File: src/rtl/cbs_pkg.sv
package cbs_pkg;

	// Largest face edge the datapath handles; larger settings are clamped to it.
	localparam int unsigned MAX_FACE_SIZE = 4096;
	localparam int unsigned FACE_W        = 3;
	localparam int unsigned SRC_W         = 12;
	localparam int unsigned COORD_W       = 13;
	localparam int unsigned SAMPLE_W      = 32;
	localparam int unsigned NUM_PAIRS     = 12;
	localparam int unsigned NUM_CAND      = 2 * NUM_PAIRS;
	localparam int unsigned CAND_W        = $clog2(NUM_CAND);
	localparam int unsigned MAX_RESULTS   = 3;
	localparam int unsigned RES_IDX_W     = $clog2(MAX_RESULTS);
	localparam int unsigned RES_CNT_W     = $clog2(MAX_RESULTS + 1);
	localparam logic [FACE_W-1:0]  LAST_FACE     = FACE_W'(5);
	localparam logic [COORD_W-1:0] FACE_SIZE_RST = COORD_W'(256);
	localparam logic [COORD_W-1:0] FACE_SIZE_MAX = COORD_W'(MAX_FACE_SIZE);

	// Orientation of a face edge relative to its neighbor.
	typedef enum logic [1:0] {
		ROT_N = 2'd0,
		ROT_L = 2'd1,
		ROT_R = 2'd2
	} rot_t;

	typedef struct packed {
		logic [FACE_W-1:0] fa;
		rot_t              ra;
		logic [FACE_W-1:0] fb;
		rot_t              rb;
	} pair_t;

	// Face adjacency, in the order the border copies are issued.
	localparam pair_t PAIR_TABLE [NUM_PAIRS] = '{
		'{3'd0, ROT_N, 3'd5, ROT_N}, '{3'd5, ROT_N, 3'd1, ROT_N},
		'{3'd1, ROT_N, 3'd4, ROT_N}, '{3'd4, ROT_N, 3'd0, ROT_N},
		'{3'd1, ROT_R, 3'd2, ROT_N}, '{3'd1, ROT_L, 3'd3, ROT_N},
		'{3'd2, ROT_N, 3'd0, ROT_L}, '{3'd3, ROT_N, 3'd0, ROT_R},
		'{3'd2, ROT_L, 3'd4, ROT_L}, '{3'd2, ROT_R, 3'd5, ROT_L},
		'{3'd3, ROT_L, 3'd5, ROT_R}, '{3'd3, ROT_R, 3'd4, ROT_R}
	};

	typedef struct packed {
		logic [FACE_W-1:0]   face;
		logic [SRC_W-1:0]    row;
		logic [SRC_W-1:0]    col;
		logic [SAMPLE_W-1:0] sample;
	} pixel_t;

	typedef struct packed {
		logic [COORD_W-1:0] a;
		logic [COORD_W-1:0] b;
	} coord_t;

	typedef struct packed {
		logic [FACE_W-1:0]  face;
		logic [COORD_W-1:0] row;
		logic [COORD_W-1:0] col;
	} dest_t;

	// Padded (row, col) to edge coordinates (i, j); n1 is the face size plus one.
	function automatic coord_t rot_inv(rot_t rot, logic [COORD_W-1:0] n1,
			logic [COORD_W-1:0] row, logic [COORD_W-1:0] col);
		coord_t ij;
		case (rot)
			ROT_L: begin
				ij.a = n1 - col;
				ij.b = row;
			end
			ROT_R: begin
				ij.a = col;
				ij.b = n1 - row;
			end
			default: begin
				ij.a = row;
				ij.b = col;
			end
		endcase
		return ij;
	endfunction

	// Edge coordinates (i, j) to padded (row, col).
	function automatic coord_t rot_fwd(rot_t rot, logic [COORD_W-1:0] n1,
			logic [COORD_W-1:0] i, logic [COORD_W-1:0] j);
		coord_t rc;
		case (rot)
			ROT_L: begin
				rc.a = j;
				rc.b = n1 - i;
			end
			ROT_R: begin
				rc.a = n1 - j;
				rc.b = i;
			end
			default: begin
				rc.a = i;
				rc.b = j;
			end
		endcase
		return rc;
	endfunction

	// Position of the lowest set bit; zero when none is set.
	function automatic logic [CAND_W-1:0] lowest_bit(logic [NUM_CAND-1:0] v);
		logic [CAND_W-1:0] idx;
		idx = '0;
		for (int k = NUM_CAND - 1; k >= 0; k--) begin
			if (v[k]) begin
				idx = CAND_W'(k);
			end
		end
		return idx;
	endfunction

endpackage

File: src/rtl/cbs_if.sv
interface cbs_pixel_if import cbs_pkg::*; ();
	logic                valid;
	logic                ready;
	logic [FACE_W-1:0]   face_index;
	logic [SRC_W-1:0]    src_row;
	logic [SRC_W-1:0]    src_col;
	logic [SAMPLE_W-1:0] sample_value;

	modport source(output valid, face_index, src_row, src_col, sample_value, input ready);
	modport sink(input valid, face_index, src_row, src_col, sample_value, output ready);
endinterface

interface cbs_copy_if import cbs_pkg::*; ();
	logic                valid;
	logic                ready;
	logic [FACE_W-1:0]   dest_face;
	logic [COORD_W-1:0]  dest_row;
	logic [COORD_W-1:0]  dest_col;
	logic [SAMPLE_W-1:0] sample_out;
	logic                last_copy;

	modport source(output valid, dest_face, dest_row, dest_col, sample_out, last_copy,
		input ready);
	modport sink(input valid, dest_face, dest_row, dest_col, sample_out, last_copy,
		output ready);
endinterface

File: src/rtl/cubemap_border_scatter.sv
// Channel      Direction  Carries
// src_pixel    sink       face_index, src_row, src_col, sample_value
// dest_copy    source     dest_face, dest_row, dest_col, sample_out, last_copy
// face_size_*  write      face edge length, clamped to 4096 when stored
//
// One input register feeds the border logic, whose copies land in one output
// register. An interior pixel produces one copy, an edge pixel two or three;
// a rejected pixel produces none. The output register issues one copy per
// cycle; the input stalls while an edge pixel issues its extra copies or
// while the output is held.
// Reset clears all valid flags and sets the face size to 256.
module cubemap_border_scatter import cbs_pkg::*; (
	input  logic               clk,
	input  logic               arst_n,
	input  logic               face_size_we,
	input  logic [COORD_W-1:0] face_size_wdata,
	cbs_pixel_if.sink          src_pixel,
	cbs_copy_if.source         dest_copy
);

	logic [COORD_W-1:0]    n_q;
	logic                  valid_s1;
	pixel_t                pix_s1;
	dest_t                 dest [MAX_RESULTS];
	logic [RES_CNT_W-1:0]  count;
	logic [RES_IDX_W-1:0]  idx_q;
	logic                  out_valid_q;
	dest_t                 out_dest_q;
	logic [SAMPLE_W-1:0]   out_sample_q;
	logic                  out_last_q;
	logic                  out_free;
	logic                  emit;
	logic                  is_last;
	logic                  consume;
	logic                  in_ready;

	// Face size register, clamped to the supported maximum.
	always_ff @(posedge clk or negedge arst_n) begin
		if (!arst_n) begin
			n_q <= FACE_SIZE_RST;
		end else if (face_size_we) begin
			n_q <= (face_size_wdata > FACE_SIZE_MAX) ? FACE_SIZE_MAX : face_size_wdata;
		end
	end

	cbs_border_calc u_calc (
		.pix       (pix_s1),
		.face_size (n_q),
		.dest      (dest),
		.count     (count)
	);

	// Copy sequencing: one copy per cycle into the output register while it is free.
	assign out_free = !out_valid_q || dest_copy.ready;
	assign is_last  = (RES_CNT_W'(idx_q) == (count - RES_CNT_W'(1)));
	assign emit     = valid_s1 && (count != '0) && out_free;
	assign consume  = valid_s1 && ((count == '0) || (out_free && is_last));
	assign in_ready = !valid_s1 || consume;

	assign src_pixel.ready = in_ready;

	// Input register.
	always_ff @(posedge clk or negedge arst_n) begin
		if (!arst_n) begin
			valid_s1 <= 1'b0;
		end else if (in_ready) begin
			valid_s1 <= src_pixel.valid;
		end
	end

	always_ff @(posedge clk) begin
		if (in_ready && src_pixel.valid) begin
			pix_s1 <= '{face: src_pixel.face_index, row: src_pixel.src_row,
				col: src_pixel.src_col, sample: src_pixel.sample_value};
		end
	end

	// Copy index within the current pixel.
	always_ff @(posedge clk or negedge arst_n) begin
		if (!arst_n) begin
			idx_q <= '0;
		end else if (emit) begin
			idx_q <= is_last ? '0 : idx_q + RES_IDX_W'(1);
		end
	end

	// Output register.
	always_ff @(posedge clk or negedge arst_n) begin
		if (!arst_n) begin
			out_valid_q <= 1'b0;
		end else if (out_free) begin
			out_valid_q <= emit;
		end
	end

	always_ff @(posedge clk) begin
		if (emit) begin
			out_dest_q   <= dest[idx_q];
			out_sample_q <= pix_s1.sample;
			out_last_q   <= is_last;
		end
	end

	assign dest_copy.valid      = out_valid_q;
	assign dest_copy.dest_face  = out_dest_q.face;
	assign dest_copy.dest_row   = out_dest_q.row;
	assign dest_copy.dest_col   = out_dest_q.col;
	assign dest_copy.sample_out = out_sample_q;
	assign dest_copy.last_copy  = out_last_q;

endmodule

File: src/rtl/cbs_border_calc.sv
module cbs_border_calc import cbs_pkg::*; (
	input  pixel_t                 pix,
	input  logic [COORD_W-1:0]     face_size,
	output dest_t                  dest [MAX_RESULTS],
	output logic [RES_CNT_W-1:0]   count
);

	logic                 pos_ok;
	logic [COORD_W-1:0]   r;
	logic [COORD_W-1:0]   c;
	logic [COORD_W-1:0]   n1;
	logic [NUM_CAND-1:0]  hit;
	dest_t                cand [NUM_CAND];
	coord_t               inv_a [NUM_PAIRS];
	coord_t               inv_b [NUM_PAIRS];
	coord_t               fwd_a [NUM_PAIRS];
	coord_t               fwd_b [NUM_PAIRS];
	logic [CAND_W-1:0]    first_idx;
	logic [CAND_W-1:0]    second_idx;
	logic [NUM_CAND-1:0]  rest;
	logic                 has_one;
	logic                 has_two;

	// Reject bad faces, a zero face size and positions outside the face.
	assign pos_ok = (pix.face <= LAST_FACE) && (face_size != '0)
		&& ({1'b0, pix.row} < face_size) && ({1'b0, pix.col} < face_size);

	assign r  = {1'b0, pix.row} + COORD_W'(1);
	assign c  = {1'b0, pix.col} + COORD_W'(1);
	assign n1 = face_size + COORD_W'(1);

	// Every pair checks both of its sides in parallel.
	always_comb begin
		for (int p = 0; p < NUM_PAIRS; p++) begin
			inv_a[p] = rot_inv(PAIR_TABLE[p].ra, n1, r, c);
			fwd_a[p] = rot_fwd(PAIR_TABLE[p].rb, n1, inv_a[p].a, '0);
			hit[2*p] = pos_ok && (pix.face == PAIR_TABLE[p].fa) && (inv_a[p].b == face_size);
			cand[2*p] = '{face: PAIR_TABLE[p].fb, row: fwd_a[p].a, col: fwd_a[p].b};

			inv_b[p] = rot_inv(PAIR_TABLE[p].rb, n1, r, c);
			fwd_b[p] = rot_fwd(PAIR_TABLE[p].ra, n1, inv_b[p].a, n1);
			hit[2*p+1] = pos_ok && (pix.face == PAIR_TABLE[p].fb)
				&& (inv_b[p].b == COORD_W'(1));
			cand[2*p+1] = '{face: PAIR_TABLE[p].fa, row: fwd_b[p].a, col: fwd_b[p].b};
		end
	end

	// Keep the first two border copies in table order.
	assign first_idx  = lowest_bit(hit);
	assign rest       = hit & ~(NUM_CAND'(1) << first_idx);
	assign second_idx = lowest_bit(rest);
	assign has_one    = |hit;
	assign has_two    = |rest;

	assign dest[0] = '{face: pix.face, row: r, col: c};
	assign dest[1] = cand[first_idx];
	assign dest[2] = cand[second_idx];

	assign count = pos_ok ? (RES_CNT_W'(1) + RES_CNT_W'(has_one) + RES_CNT_W'(has_two))
		: '0;

endmodule

File: src/flat_wrapper.sv
// flat-port wrapper written by rule: the top's interface ports become plain ports
module cubemap_border_scatter_flat import cbs_pkg::*;
  (clk, arst_n, face_size_we, face_size_wdata, src_pixel_valid, src_pixel_face_index, src_pixel_src_row, src_pixel_src_col, src_pixel_sample_value, src_pixel_ready, dest_copy_valid, dest_copy_dest_face, dest_copy_dest_row, dest_copy_dest_col, dest_copy_sample_out, dest_copy_last_copy, dest_copy_ready);
  cbs_pixel_if src_pixel_i ();
  cbs_copy_if dest_copy_i ();
  input  logic clk;
  input  logic arst_n;
  input  logic face_size_we;
  input  logic [COORD_W-1:0] face_size_wdata;
  input wire logic [$bits(src_pixel_i.valid)-1:0] src_pixel_valid;
  input wire logic [$bits(src_pixel_i.face_index)-1:0] src_pixel_face_index;
  input wire logic [$bits(src_pixel_i.src_row)-1:0] src_pixel_src_row;
  input wire logic [$bits(src_pixel_i.src_col)-1:0] src_pixel_src_col;
  input wire logic [$bits(src_pixel_i.sample_value)-1:0] src_pixel_sample_value;
  output wire logic [$bits(src_pixel_i.ready)-1:0] src_pixel_ready;
  output wire logic [$bits(dest_copy_i.valid)-1:0] dest_copy_valid;
  output wire logic [$bits(dest_copy_i.dest_face)-1:0] dest_copy_dest_face;
  output wire logic [$bits(dest_copy_i.dest_row)-1:0] dest_copy_dest_row;
  output wire logic [$bits(dest_copy_i.dest_col)-1:0] dest_copy_dest_col;
  output wire logic [$bits(dest_copy_i.sample_out)-1:0] dest_copy_sample_out;
  output wire logic [$bits(dest_copy_i.last_copy)-1:0] dest_copy_last_copy;
  input wire logic [$bits(dest_copy_i.ready)-1:0] dest_copy_ready;
  assign src_pixel_i.valid = src_pixel_valid;
  assign src_pixel_i.face_index = src_pixel_face_index;
  assign src_pixel_i.src_row = src_pixel_src_row;
  assign src_pixel_i.src_col = src_pixel_src_col;
  assign src_pixel_i.sample_value = src_pixel_sample_value;
  assign src_pixel_ready = src_pixel_i.ready;
  assign dest_copy_valid = dest_copy_i.valid;
  assign dest_copy_dest_face = dest_copy_i.dest_face;
  assign dest_copy_dest_row = dest_copy_i.dest_row;
  assign dest_copy_dest_col = dest_copy_i.dest_col;
  assign dest_copy_sample_out = dest_copy_i.sample_out;
  assign dest_copy_last_copy = dest_copy_i.last_copy;
  assign dest_copy_i.ready = dest_copy_ready;
  cubemap_border_scatter u_core (.clk(clk), .arst_n(arst_n), .face_size_we(face_size_we), .face_size_wdata(face_size_wdata), .src_pixel(src_pixel_i), .dest_copy(dest_copy_i));
endmodule
File: config.mk
export PLATFORM = sky130hd
export DESIGN_NAME = cubemap_border_scatter_flat
export DESIGN_NICKNAME = d
export VERILOG_FILES = /design/src/rtl/cbs_pkg.sv /design/src/rtl/cbs_if.sv /design/src/rtl/cubemap_border_scatter.sv /design/src/rtl/cbs_border_calc.sv /design/src/flat_wrapper.sv
export SDC_FILE = /design/constraint.sdc
export NUM_CORES = 1
export LEC_CHECK = 0
export BUFFER_PORTS_ARGS = -buffer_cell sky130_fd_sc_hd__buf_2
export CAP_MARGIN = 20
export CORE_ASPECT_RATIO = 1.75
export CORE_MARGIN = 4
export CORE_UTILIZATION = 30
export DETAILED_ROUTE_END_ITERATION = 10
export SYNTH_ARGS = -nofsm -noshare
export SYNTH_HDL_FRONTEND = slang
export SYNTH_SLANG_ARGS = --single-unit
File: constraint.sdc
create_clock -name clk -period 9.8 [get_ports clk]
set_input_delay 1.47 -clock clk [delete_from_list [all_inputs] [get_ports clk]]
set_output_delay 1.47 -clock clk [all_outputs]
set_load 0.005 [all_outputs]
# Word-level counts from Yosys, hierarchy flattened
# Index checks and enable logic that the tools add are counted.
[op_classes]
reduce_logical = 49
muxes = 60
bitwise = 5
addsub = 11
n_eq_ne = 12
order_cmp = 7
shifts = 1
[ops]
columns = ["operator", "count"]
rows = [
  ["29-bit binary-select mux with 5-bit select", 2],
  ["5-bit 2-to-1 mux", 48],
  ["29-bit 2-to-1 mux", 6],
  ["29-bit binary-select mux with 2-bit select", 1],
  ["13-bit subtractor", 4],
  ["24-bit OR reduction", 2],
  ["13-bit by 1-bit == test with 1-bit output (second input constant)", 3],
  ["13-bit == test", 3],
  ["1-bit logical AND", 38],
  ["12-bit by 1-bit adder with 13-bit output (second input constant)", 2],
  ["12-bit by 13-bit less-than comparator with 1-bit output", 2],
  ["24-bit AND", 1],
  ["24-bit inverter", 1],
  ["1-bit by 5-bit << shifter with 24-bit output (first input constant)", 1],
  ["13-bit by 1-bit adder with 13-bit output (second input constant)", 1],
  ["13-bit > comparator (second input constant)", 1],
  ["13-bit 2-to-1 mux", 1],
  ["13-bit nonzero test", 1],
  ["6-bit >= comparator (second input constant)", 2],
  ["5-bit inverter with 6-bit output", 2],
  ["3-bit by 2-bit == test with 1-bit output (second input constant)", 2],
  ["3-bit == test (second input constant)", 2],
  ["2-bit 2-to-1 mux", 2],
  ["3-bit by 1-bit == test with 1-bit output (second input constant)", 1],
  ["13 further kinds", 16],
]
[word_totals]
regBits = 138
output_inout_bits = 64

# Depth between registers and ports, before layout
# Gate-level depths: netlist of run 1.
[logic_depth]
word_depth = 64
depth_mapped = 36

# Hierarchy
# From an unflattened synthesis of run 1, not the netlist that was laid out.
[hier_totals]
cells_unflattened = 1899
hier_area_um2 = 15207.1
[by_module_without_submodules]
columns = ["module", "area_per_inst_um2", "seq_area_each_um2", "n_inst", "cells_per_inst"]
rows = [
  ["cbs_border_calc", 10178.5, 0.0, 1, 1604],
  ["cubemap_border_scatter", 5028.6, 4060.1, 1, 295],
]

# Least setup slack after synthesis of run 1
# No wires, ideal clock.
[synth_path]
kind = "register to register"
start = "register u_core.n_q[0]"
end = "register u_core.pix_s1[0] (netlist name), enable pin"
setup_time_ns = 0.423
required_ns = 9.377
slack_ns = 1.191
arrival_ns = 8.186
path_buffers = 3
stages_incl_launch_ff = 32
path_cell_list = "dfrtp_1 buf_2 inv_1 ha_1 ha_1 a21oi_1 maj3_2 o31ai_4 xor2_2 xnor2_1 or4b_4 nor4_4 nand2_2 buf_6 o41ai_1 nand2_1 a31o_2 inv_1 ha_1 clkbuf_1 nor2_1 nand2_1 o31ai_1 or2_2 nor2_2 nand2_1 nor3_1 ha_1 o31ai_1 a32oi_1 o21bai_1 and2_1"
[synth_between]
elab_chain_cells = 43
[synth_lines]
columns = ["element", "line_no", "text"]
rows = [
  ["from (decl)", "cubemap_border_scatter.sv:21", "logic [COORD_W-1:0] n_q;"],
  ["from (signal assigned)", "cubemap_border_scatter.sv:42", "n_q <= (face_size_wdata > FACE_SIZE_MAX) ? FACE_SIZE_MAX : face_size_wdata;"],
  ["parallel branches: the longest is 35 deep, another holds 13-bit by 1-bit adder with 13-bit output", "n/a", ""],
  ["2-bit 2-to-1 mux *", "cbs_border_calc.sv:59", "assign count = pos_ok ? (RES_CNT_W'(1) + RES_CNT_W'(has_one) + RES_CNT_W'(has_two))"],
  ["2-bit by 1-bit subtractor with 2-bit output", "cubemap_border_scatter.sv:55", "assign is_last = (RES_CNT_W'(idx_q) == (count - RES_CNT_W'(1)));"],
  ["2-bit == test", "cubemap_border_scatter.sv:55", ""],
  ["1-bit logical AND", "cubemap_border_scatter.sv:57", "assign consume = valid_s1 && ((count == '0) || (out_free && is_last));"],
  ["1-bit logical OR *", "cubemap_border_scatter.sv:57", ""],
  ["1-bit logical AND *", "cubemap_border_scatter.sv:57", ""],
  ["1-bit logical OR *", "cubemap_border_scatter.sv:58", "assign in_ready = !valid_s1 || consume;"],
  ["via src_pixel_ready", "flat_wrapper.sv:15", "output wire logic [$bits(src_pixel_i.ready)-1:0] src_pixel_ready;"],
  ["1-bit logical AND *", "cubemap_border_scatter.sv:72", "if (in_ready && src_pixel.valid) begin"],
  ["to (signal assigned)", "cubemap_border_scatter.sv:73", "pix_s1 <= '{face: src_pixel.face_index, row: src_pixel.src_row,"],
  ["to (decl)", "cubemap_border_scatter.sv:23", "pixel_t pix_s1;"],
]
# Mark *: on every way through the listed nets, which the timed path passes.
# A chain may end at the register's enable or synchronous reset.

# Worst setup path in the final report of run 1
[layout_path]
start = "register u_core.n_q[0]"
end = "output port src_pixel_ready"
[layout_between]
elab_chain_cells = 42
[layout_lines]
columns = ["element", "line_no"]
rows = [
  ["parallel branches: the longest is 35 deep, another holds 13-bit by 1-bit adder with 13-bit output", "n/a"],
  ["2-bit 2-to-1 mux *", "cbs_border_calc.sv:59"],
  ["2-bit by 1-bit subtractor with 2-bit output", "cubemap_border_scatter.sv:55"],
  ["2-bit == test", "cubemap_border_scatter.sv:55"],
  ["1-bit logical AND", "cubemap_border_scatter.sv:57"],
  ["1-bit logical OR *", "cubemap_border_scatter.sv:57"],
  ["1-bit logical AND *", "cubemap_border_scatter.sv:57"],
  ["1-bit logical OR *", "cubemap_border_scatter.sv:58"],
  ["to (decl)", "flat_wrapper.sv:15"],
]
# Mark *: on every way between the ends.

==> qor.csv, run 1 <==
metric;value;unit
status;finished, final reports clean;
synth_area;15600;µm²
pin_count;141;
ys_async_sr_fraction;0.123;
m1WireLength;29100;µm
initial_utilization;0.303;
synth_edf_count;121;
drc;0;
syn2layout_area_growth;19.2;%
ys_seq_area_frac;0.261;
crit_path_max_incr_delay;0.54;ns
final_common_cell;nand2_1;
max_freq;107;MHz
power;3.12;mW
gp_congestion;1.11;
yosys-top-cells-area;edfxtp_1 (23%), ha_1 (5.6%), o21ai_0 (5.5%);
pwr-share-seq;0.268;
min_period;9.35;ns
root_buffer;clkbuf_16;
die_area;55700;µm²
fp.dieW;180;µm
internal_power;1.69;mW
holdWs;0.417;ns
p_sw_frac;0.457;
top_layer_used;met4;
synth_nets;2060;
finalSetupViolations;0;
cts.sinks;138;
cts_tree;done;
port-buffer-count;140;
routed-via-count;18100;
grt_pass1_wl;128000;µm
slew_headroom;0.188;
path_class;reg -> out;
endpoint_kind;output port;
synth_area_leader_cell;edfxtp_1;
ant_nets;0;
num_rows;110;
wire_per_inst;32.6;µm
hp-class;reg -> reg;
holdPathEnd;u_core.dest_copy.sample_out[14];
nNetsFinal;2271;
maxCapViolCount;0;
hold_viol;0;
path_clk_slew;0.08;ns
drt_first_pass_iters;7;
ys_seq_elements;138;
via_per_inst;6.45;
grt_max_degree;61;
routed-wl-met3;6710;µm
pwr-share-clk;0.225;
final.setup.tns;0;ns
antenna_found_initial;5;
skew;0.0203;ns
r2r_start;u_core.n_q[0];
final_cell_mix;nand2_1 (188), o21ai_0 (171), buf_4 (165);
p_per_area;168;nW/µm²
worst_setup_path_start_kind;register;
yosys_warnings;0;
tightestPinTransition;1.20;ns
leakage;7.15;nW
dieHeight;309;µm
hold_start;u_core.pix_s1[14];
insertion_delay;0.46;ns
crit_required;8.33;ns
synth_top_area_share;0.234;
yosysUniqueCellTypes;120;
reg2reg_depth;30;
first_iter_violations;2036;
cts_buffers;17;
wirelength;91400;µm
synth_ff_type;edfxtp_1;
grt_pass1_vias;18000;
grt_overflow;0;
period_share;0.954;
clk_path_buf_depth;2;
routed-wl-met2;44500;µm
hold_depth;0;
avgSynthCellArea;8.14;µm²
syn_inst;1912;
cp_slowest_cell;dfrtp_2;
cts_hold_buffers;0;
grt_util_all_layers;0.316;
p_sw;1.42;mW
worstPathArrival;7.88;ns
ff2ff_setup_slack;0.56;ns
cts_max_level;4;
core_area;51300;µm²
rsz0062_at_grt;no;
hpwlAfterDp;70900;µm
maxSlewViolCount;0;
combPwrFrac;0.507;
r2r-end;u_core.dest_copy.dest_row[11];
ir_drop;0.000188;V
worstPathMaxFanout;15;
drive_gt1_frac;0.219;
==> worst max-delay path: cells and delay by family (launching register included) <==
kind | cells | cell delay (ns)
fa+ha+maj | 3 | 0.95
simple gates | 11 | 2.62
compound gates | 11 | 2.55
flops | 1 | 0.54
buf+inv | 4 | 0.73
==> cell usage after synthesis, drive strengths merged, types with 18 or more instances <==
master / number
or3: 19
xor2: 27
buf: 45
nand3: 54
nand2: 191
nor4: 24
ha: 69
a221oi: 29
and3: 18
nor2: 153
nor3: 59
mux2i: 27
nand2b: 24
xnor2: 83
a21oi: 133
edfxtp: 121
a31oi: 23
nand4: 25
or2: 21
o221ai: 22
o21ai: 189
o22ai: 27
o211ai: 35
and2: 23
o31ai: 21
inv: 81
clkbuf: 73
o21a: 18
a211oi: 33
==> registers in the layout, indices dropped and copies added (netlist names) <==
register                     count
u_core.dest_copy.sample_out     32
u_core.dest_copy.dest_face       3
u_core.valid_s1                  1
u_core.idx_q                     2
u_core.dest_copy.dest_col       13
u_core.dest_copy.valid           1
u_core.pix_s1                   59
u_core.n_q                      13
u_core.dest_copy.dest_row       13
u_core.dest_copy.last_copy       1
==> cell type report <==
class	count	area (µm²)
Timing Repair Buffer	310	2010
Fill cell	5352	32800
Clock buffer	17	425
Sequential cell	138	4060
Tap cell	672	841
Antenna cell	1	2.50
Inverter	85	324
Clock inverter	15	179
Multi-Input combinational cell	1571	10700
==> cell families (layout without fill, tap and decap cells) <==
| logic type | count (synthesis) | in the layout | share of synthesized area |
|---|---|---|---|
| AOI/OAI and AO/OA | 680 | 680 | 0.299 |
| muxes | 34 | 34 | 0.0232 |
| DFF | 138 | 138 | 0.261 |
| and+or+nand+nor | 657 | 657 | 0.214 |
| adders and majority gates | 80 | 80 | 0.0642 |
| buffers and inverters | 203 | 427 | 0.0570 |
| xor gates and xnor gates | 120 | 120 | 0.0817 |
| other | 0 | 1 | 0 |
==> routing by layer <==
layer  GRT usage  vias up
met2       0.559     1279
li1            -     7671
met3      0.0592      499
met1       0.309     8669
met4       0.298        0
met5           0        -
==> power groups by stage <==
stage | Combinational (mW) | Sequential (mW) | Clock, mW
floorplan | 0.949 | 0.821 | 0
global placement | 1.51 | 0.841 | 0
detailed placement | 1.52 | 0.845 | 0
CTS | 1.53 | 0.834 | 0.718
global route | 1.67 | 0.843 | 0.739
finish | 1.58 | 0.834 | 0.701
==> what timing repair did <==
action | 4_1_cts | 5_1_grt
setup endpoints to repair | 0 | 2
setup buffers | 0 | 2
gates resized for setup | 0 | 6
==> per-stage QoR <==
stage | area [µm²] | instances | utilization | setup WS [ns]
floorplan | 15600 | 1912 | - | 1.19
global placement | 17900 | 2772 | 0.348 | 0.818
detailed placement | 17900 | 2772 | 0.348 | 0.693
CTS | 18500 | 2804 | 0.360 | 0.185
global route | 18500 | 2809 | 0.361 | 0.00125
finish | 18500 | 2809 | 0.361 | 0.454
==> worst max-delay path by stage <==
stage	startpoint	cells after the start	endpoint	slack, ns
2_1_floorplan	u_core.n_q[0]	31	u_core.pix_s1[0]	1.19
3_3_place_gp	u_core.pix_s1[44]	32	src_pixel_ready	0.82
3_5_place_dp	u_core.pix_s1[44]	32	src_pixel_ready	0.69
4_1_cts	u_core.pix_s1[44]	30	src_pixel_ready	0.18
5_1_grt	u_core.n_q[4]	33	src_pixel_ready	0.001
6_report	u_core.n_q[0]	29	src_pixel_ready	0.45
Power figures use the tool's default switching activity.
==> inputs of run 2 (changes only) <==
--- a/config.mk
+++ b/config.mk
@@ -11,6 +11,7 @@
 export CORE_MARGIN = 4
 export CORE_UTILIZATION = 30
 export DETAILED_ROUTE_END_ITERATION = 10
+export RECOVER_POWER = 50
 export SYNTH_ARGS = -nofsm -noshare
 export SYNTH_HDL_FRONTEND = slang
 export SYNTH_SLANG_ARGS = --single-unit
==> qor.csv, run 2 (synthesis results as in run 1) <==
metric;value;unit;change
status;complete, but fails checks;;
violations;capacitance limit, slew limit;;
hpwlAfterDp;70900;µm;unchanged
clk_path_buf_depth;2;;unchanged
initial_utilization;0.303;;unchanged
endpoint_kind;output port;;
tightestPinTransition;1.56;ns;+0.353 ns
p_per_area;168;nW/µm²;about the same
top_layer_used;met5;;
worstPathArrival;7.91;ns;+0.03 ns
largest_reg_flops;59;;unchanged
reg2reg_depth;30;;unchanged
crit_required;8.33;ns;about the same
m1WireLength;28900;µm;-0.68%
ir_drop;0.000188;V;about the same
path_clk_slew;0.08;ns;about the same
final_cells;2809;;unchanged
grt_pass1_vias;18000;;unchanged
die_area;55700;µm²;unchanged
first_iter_violations;2053;;+0.83%
rsz0062_at_grt;no;;
leakage;6.99;nW;-2.2%
insertion_delay;0.46;ns;about the same
syn2layout_area_growth;18.7;%;
cp_slowest_cell;xnor2_1;;
hold_viol;0;;unchanged
ff2ff_setup_slack;0.54;ns;-0.02 ns
grt_pass1_wl;128000;µm;unchanged
wirelength;91400;µm;about the same
grt_overflow;0;;unchanged
place_inst;2772;;unchanged
worst_setup_path_start_kind;register;;
via_per_inst;6.45;;about the same
r2r_start;u_core.pix_s1[44];;
maxSlewViolCount;18;;+18
crit_path_max_incr_delay;0.76;ns;+0.22 ns
combPwrFrac;0.505;;-0.002
port-buffer-count;140;;unchanged
path_class;reg -> out;;
ant_nets;0;;unchanged
final_common_cell;nand2_1;;
fillCellCount;5376;;+0.45%
routed-wl-met2;44400;µm;-0.19%
crit_top_cell;buf_4;;
drc;0;;unchanged
stdcell_area;18500;µm²;-0.38%
pwr-share-seq;0.269;;about the same
pwr-share-clk;0.226;;about the same
gp_congestion;1.11;;unchanged
r2r-end;u_core.dest_copy.dest_row[11];;
hp-class;reg -> reg;;
p_sw_frac;0.458;;+0.00127
min_period;9.38;ns;+0.0291 ns
routed-wl-met3;6830;µm;+1.8%
core_area;51300;µm²;unchanged
crit_family;compound AO/OA/AOI/OAI gates;;
cts.sinks;138;;unchanged
cts_tree;done;;
hold_start;u_core.pix_s1[16];;
p_sw;1.42;mW;about the same
cp_num_buf_inv;4;;unchanged
maxCapViolCount;1;;+1
drt_first_pass_iters;7;;unchanged
cts_buffers;17;;unchanged
dieHeight;309;µm;unchanged
grt_max_degree;61;;unchanged
regMostFlops;u_core.pix_s1;;
fp.dieW;180;µm;unchanged
slew_headroom;-0.0386;;-0.227
root_buffer;clkbuf_16;;
antenna_found_initial;5;;unchanged
worstPathMaxFanout;15;;unchanged
cts_max_level;4;;unchanged
placed_area;17900;µm²;unchanged
num_rows;110;;unchanged
holdPathEnd;u_core.dest_copy.sample_out[16];;
power;3.11;mW;-0.33%
drive_gt1_frac;0.192;;-0.0267
internal_power;1.68;mW;-0.57%
hold_depth;0;;unchanged
finalSetupViolations;0;;unchanged
max_freq;107;MHz;-0.31%
wire_per_inst;32.5;µm;about the same
final_cell_mix;nand2_1 (188), o21ai_0 (171), buf_4 (165);;
nNetsFinal;2271;;unchanged
routed-via-count;18100;;-0.033%
final.setup.tns;0;ns;unchanged
grt_util_all_layers;0.316;;unchanged
period_share;0.957;;+0.00297
cts_hold_buffers;0;;unchanged
skew;0.0232;ns;+0.00295 ns
pin_count;141;;unchanged
-- run 2: power groups by stage --
stage               clock, mW  sequential [mW]  combinational (mW)
floorplan                   0            0.821               0.949
global placement            0            0.841                1.51
global route            0.739            0.844                1.66
detailed placement          0            0.845                1.52
finish                  0.700            0.835                1.57
CTS                     0.718            0.834                1.53
-- run 2: stage by stage --
stage,setup slack (ns),hold WS [ns],utilization
after floorplan,1.19,0.400,-
after global placement,0.818,0.401,0.348
after detailed placement,0.693,0.406,0.348
after CTS,0.185,0.419,0.360
after global routing,0.00125,0.424,0.360
final,0.424,0.417,0.360
-- run 2: timing repair --
action                                 CTS  global route
resized for setup                        0             6
endpoints found under the hold margin    0             0
setup endpoints to repair                0             2
buffers inserted                         0             2
-- run 2: routing by layer --
metal	vias to the layer above	global-route usage
met5	-	0
met2	1253	0.559
met1	8673	0.309
met3	517	0.0592
met4	2	0.298
li1	7667	-
-- run 2: how the worst max path moves through the flow --
stage / to / from / cells after the start / slack (ns)
after floorplan: u_core.pix_s1[0] / u_core.n_q[0] / 31 / 1.19
after global placement: src_pixel_ready / u_core.pix_s1[44] / 32 / 0.82
after detailed placement: src_pixel_ready / u_core.pix_s1[44] / 32 / 0.69
after CTS: src_pixel_ready / u_core.pix_s1[44] / 30 / 0.18
after global routing: src_pixel_ready / u_core.n_q[4] / 33 / 0.001
final: src_pixel_ready / u_core.pix_s1[44] / 29 / 0.42
-- run 2: area by class of cell --
class,instances,area (µm²),area share
antenna,1,2.50,0.000135
timing repair buffer,310,1940,0.105
multi-input combinational,1571,10700,0.579
sequential,138,4060,0.220
clock buffer,17,425,0.0230
clock inverter,15,179,0.00969
inverter,85,324,0.0175
tap,672,841,0.0455
